[src/hdl/ihs_ram.sv]
// Generic single-write, single-read RAM with registered read data.
// No dependencies; used by int_heapsort_with_tags as the pair store.
module ihs_ram #(
  parameter int unsigned WIDTH = 64,
  parameter int unsigned DEPTH = 64
) (
  input  logic                     clk_i,
  input  logic                     we_i,
  input  logic [$clog2(DEPTH)-1:0] waddr_i,
  input  logic [WIDTH-1:0]         wdata_i,
  input  logic [$clog2(DEPTH)-1:0] raddr_i,
  output logic [WIDTH-1:0]         rdata_o
);

  logic [WIDTH-1:0] mem [DEPTH];
  logic [WIDTH-1:0] rdata_q;

  // Write port and registered read port
  always_ff @(posedge clk_i) begin
    if (we_i) begin
      mem[waddr_i] <= wdata_i;
    end
    rdata_q <= mem[raddr_i];
  end

  assign rdata_o = rdata_q;

endmodule

[config.mk]
export PLATFORM = sky130hd
export DESIGN_NAME = ihs_ram
export DESIGN_NICKNAME = d
export VERILOG_FILES = /design/src/hdl/ihs_ram.sv
export SDC_FILE = /design/constraint.sdc
export NUM_CORES = 2
export LEC_CHECK = 0
export CAP_MARGIN = 0
export CELL_PAD_IN_SITES_DETAIL_PLACEMENT = 1
export CELL_PAD_IN_SITES_GLOBAL_PLACEMENT = 1
export CORE_MARGIN = 2
export CORE_UTILIZATION = 60
export DETAILED_ROUTE_END_ITERATION = 10
export DONT_BUFFER_PORTS = 1
export PLACE_DENSITY_LB_ADDON = 0.1
export REMOVE_ABC_BUFFERS = 1
export SLEW_MARGIN = 20
export SYNTH_ARGS = -nofsm -noshare
export SYNTH_HDL_FRONTEND = slang
export SYNTH_SLANG_ARGS = --single-unit
[constraint.sdc]
create_clock -name clk_i -period 18.2 [get_ports clk_i]
set_input_delay 1.82 -clock clk_i [delete_from_list [all_inputs] [get_ports clk_i]]
set_output_delay 1.82 -clock clk_i [all_outputs]
set_load 0.1 [all_outputs]
# Yosys cells after proc, flatten, opt, wreduce, memory -nomap -nowiden
# Memories as Yosys holds them, arrays and structs flattened. A register that Yosys moved wholly into a read port is not among the register bits.
# Cells that the tools add are included.
op_classes:
  bitwise_logic: 0
  add_sub_neg: 0
  n_lt_le_gt_ge: 0
  n_mux: 2
  multipliers: 0
  n_reduce_logical: 0
  n_div: 0
  n_shift: 0
  n_eq_ne: 0
ops:
  columns: ["cell", "count"]
  rows:
  - ["two-way mux 1 bit", 2]
totals:
  latch_bits: 0
  ff_bits: 0
  rom_bits: 0
  mem_count: 1
  output_inout_bits: 64
  ram_bits: 4096
memory_table:
  columns: ["memory", "words", "width", "read_ports", "rd_clocked_by_memory_dff", "write_ports", "line", "source"]
  rows:
  - ["mem", 64, 64, 1, 1, 1, "15", "logic [WIDTH-1:0] mem [DEPTH];"]

# Depth between registers and ports, before layout
depth:
  word_depth: 2
  ltp_mapped: 9
  mapped_depth_nobuf: 5

# Least setup slack after synthesis
# No wires, ideal clock.
synth_timing:
  path_kind: "input to register"
  from: "in waddr_i[3]"
  to: "mem mem[48][0], enable pin"
  setup_ns: 0.564
  stages: 4
  path_buffers: 1
  t_arrival_ns: 6.692
  t_required_ns: 17.636
  slack_ns: 10.944
  path_cell_list: "clkbuf_1 -> nor2b_1 -> nand4b_1 -> nor3_1"
synth_lines:
  columns: ["item", "line", "source"]
  rows:
  - ["from (decl)", "9", "input logic [$clog2(DEPTH)-1:0] waddr_i,"]
  - ["to (decl)", "15", null]
# Straight into the memory's write port.

==> flow_summary.ini <==
[critical_path]
slowest_stage = buf_4
critPathMaxStageDelay_ns = 0.87
ff2ff_path_depth = 5
endpoint_kind = register
crit_path_start_kind = primary input
r2r_end = rdata_o[20]
cp_common_cell = buf_4
crit_arrival_ns = 7.41
ff2ff_setup_slack_ns = 15.94
required_ns = 18.97
r2r-start = mem[46][20]
critPathTopFamily = buffers and inverters
cp_cell_sequence = buf_16 -> buf_4 -> buf_4 -> buf_4 -> buf_4 -> mux4_2 -> mux2i_1 -> o22ai_1 -> a41oi_1 -> a211oi_1
worstPathMaxFanout = 85
crit_buf_inv = 5
path_class = primary input to register

[min_path]
holdPathEnd = rdata_o[12]
hold_depth = 4
hold_start = mem[38][12]
hp-class = register to register

[sta]
hold_viol = 0
finalSetupViolCount = 0
fin_crit_sh = 0.365
fin_setup_tns_ns = 0
final-max-slew-violation-count = 0
tightest_slew_ns = 1.22
rsz0062_at_grt = false
worst_slack_ns = 11.56
fin_skew_ns = 0.0332
maxSlewHeadroom = 0.187
fin_crit_ns = 6.64
max_freq_mhz = 151

[synth]
ys_ff_latch = 4160
post-synth-top-count-cell = edfxtp_1
yosys.area.top_type = edfxtp_1
synthTopCellsByArea = edfxtp_1 79%, mux4_2 15%, mux2i_1 0.86%, dfxtp_1 0.82%, a22oi_1 0.81%
ys_seq_area_frac = 0.795
yosys-top-cells-count = 4096 x edfxtp_1, 1024 x mux4_2, 170 x buf_2
ys_types = 33
avgSynthCellArea_um2 = 23.7
syn_inst = 6598
yosys_most_used_dff = edfxtp_1
synth_edf_count = 4096
syn_area_um2 = 156000
yosys_warnings = 0
async_reset_ff_frac = 0
netlist.area_leader.share = 0.787

[clocking]
cts_buffers = 408
cts_root_buf = clkbuf_16
cts_setup_buffers = 0
worstSkewPairLatency_ns = 0.95
cts_tree = built
cts.clk_slew.worst_paths_ns = 0.06
htree_num_levels = 5
hold_buffers = 0
cts_resized = 0
clock_path_buffers = 4
cts.sinks = 4160

[global_routing]
antenna_found_initial = 11
grt_pass1_vias = 79200
grt_first_pass_wirelength_um = 613000
grt_max_degree = 412
gr-total-overflow = 0
grtUsageTotal = 0.334

[routing]
drt_first_pass_iters = 6
viasPerCell = 7.17
drc = 0
postRouteAntennaNets = 0
initialDrtViolationCount = 11900
drt-total-wl_um = 438000
num_vias = 75900
wl_per_cell_um = 41.4

[floorplanning]
die_w_um = 514
die_area_um2 = 265000
initial_core_util = 0.603
die_h_um = 514
placement_rows = 187
design.core.area_um2 = 259000
ios = 142

[finish]
n_fill_cell = 19400
fin_nets = 6909
layout.cells.non_filler = 10600
drive_above_1_share = 0.266
area.growth.synth_to_final_pct = 11.5
final_area_um2 = 174000

[place]
gp_congestion = 0.781
pre_cts_slack_ns = 10.50
dp_cells = 9820
place_area_um2 = 161000
dp_hpwl_um = 226000
io_buffers = 0

[run_status]
status = complete, no violations

[power]
ir_worst_vdd_v = 0.000108
power_density_nw_per_um2 = 114
power_uw = 20000
leakage_uw = 0.0542

[flow_run]
maxCapViolations = 0
==> cell type report <==
| type | instances | area [um^2] | share of cell area |
|---|---|---|---|
| Clock buffer | 523 | 11000 | 0.0629 |
| Sequential cell | 4160 | 124000 | 0.713 |
| Timing Repair Buffer | 193 | 1640 | 0.00939 |
| Multi-Input combinational cell | 2049 | 30800 | 0.177 |
| Antenna cell | 8 | 20.0 | 0.000115 |
| Inverter | 19 | 71.3 | 0.000409 |
| Clock inverter | 230 | 2320 | 0.0133 |
| Tap cell | 3402 | 4260 | 0.0244 |
==> cells by family after synthesis <==
kind of cell / share of synthesized area
compound gates: 0.0248
buf+inv: 0.0118
flops: 0.795
mux: 0.156
simple gates: 0.0124
==> stage by stage <==
stage	hold WS (ns)	util
CTS	0.863	0.671
floorplan	0.788	-
global placement	0.803	0.620
global route	0.909	0.672
finish	0.862	0.672
detailed placement	0.835	0.620
==> where the power goes <==
part | switching (uW) | internal [uW] | total (uW)
clock | 3600 | 4850 | 8450
combinational | 414 | 305 | 719
sequential | 189 | 10600 | 10800
==> layer usage <==
metal,GRT usage,wire [um]
met1,0.476,162000
met4,0.123,18200
met3,0.0586,46600
met2,0.531,211000
met5,0,0
==> state kept, by name, summed over array words and instances, names as in the netlist <==
signal / count
rdata_o: 64
mem: 4096
==> cell usage in the layout, fill, tap and decap left out, drive strengths merged, types with 83 or more instances in the layout <==
master and instances:
clkbuf 523, a22o 88, o22ai 83, mux4 1024
buf 193, nor2 112, clkinv 173, edfxtp 4096
a22oi 168, mux2i 135
==> how the worst max path moves through the flow <==
| stage | from | to | slack (ns) | cells past startpoint |
|---|---|---|---|---|
| after CTS | raddr_i[0] | rdata_o[25] | 11.49 | 10 |
| after floorplan | waddr_i[4] | mem[48][0] | 11.08 | 3 |
| after global placement | raddr_i[0] | rdata_o[13] | 10.60 | 10 |
| final | raddr_i[0] | rdata_o[25] | 11.56 | 10 |
| after detailed placement | raddr_i[0] | rdata_o[25] | 10.50 | 10 |
| after global routing | raddr_i[0] | rdata_o[25] | 11.06 | 10 |
==> tightest hold or removal path: stages, from the launching register on <==
cell	delay, ns
edfxtp_1	0.32
mux4_2	0.23
a22oi_1	0.06
nand3_1	0.08
and3_1	0.15
Note: power is estimated with default switching activity, not from simulation.
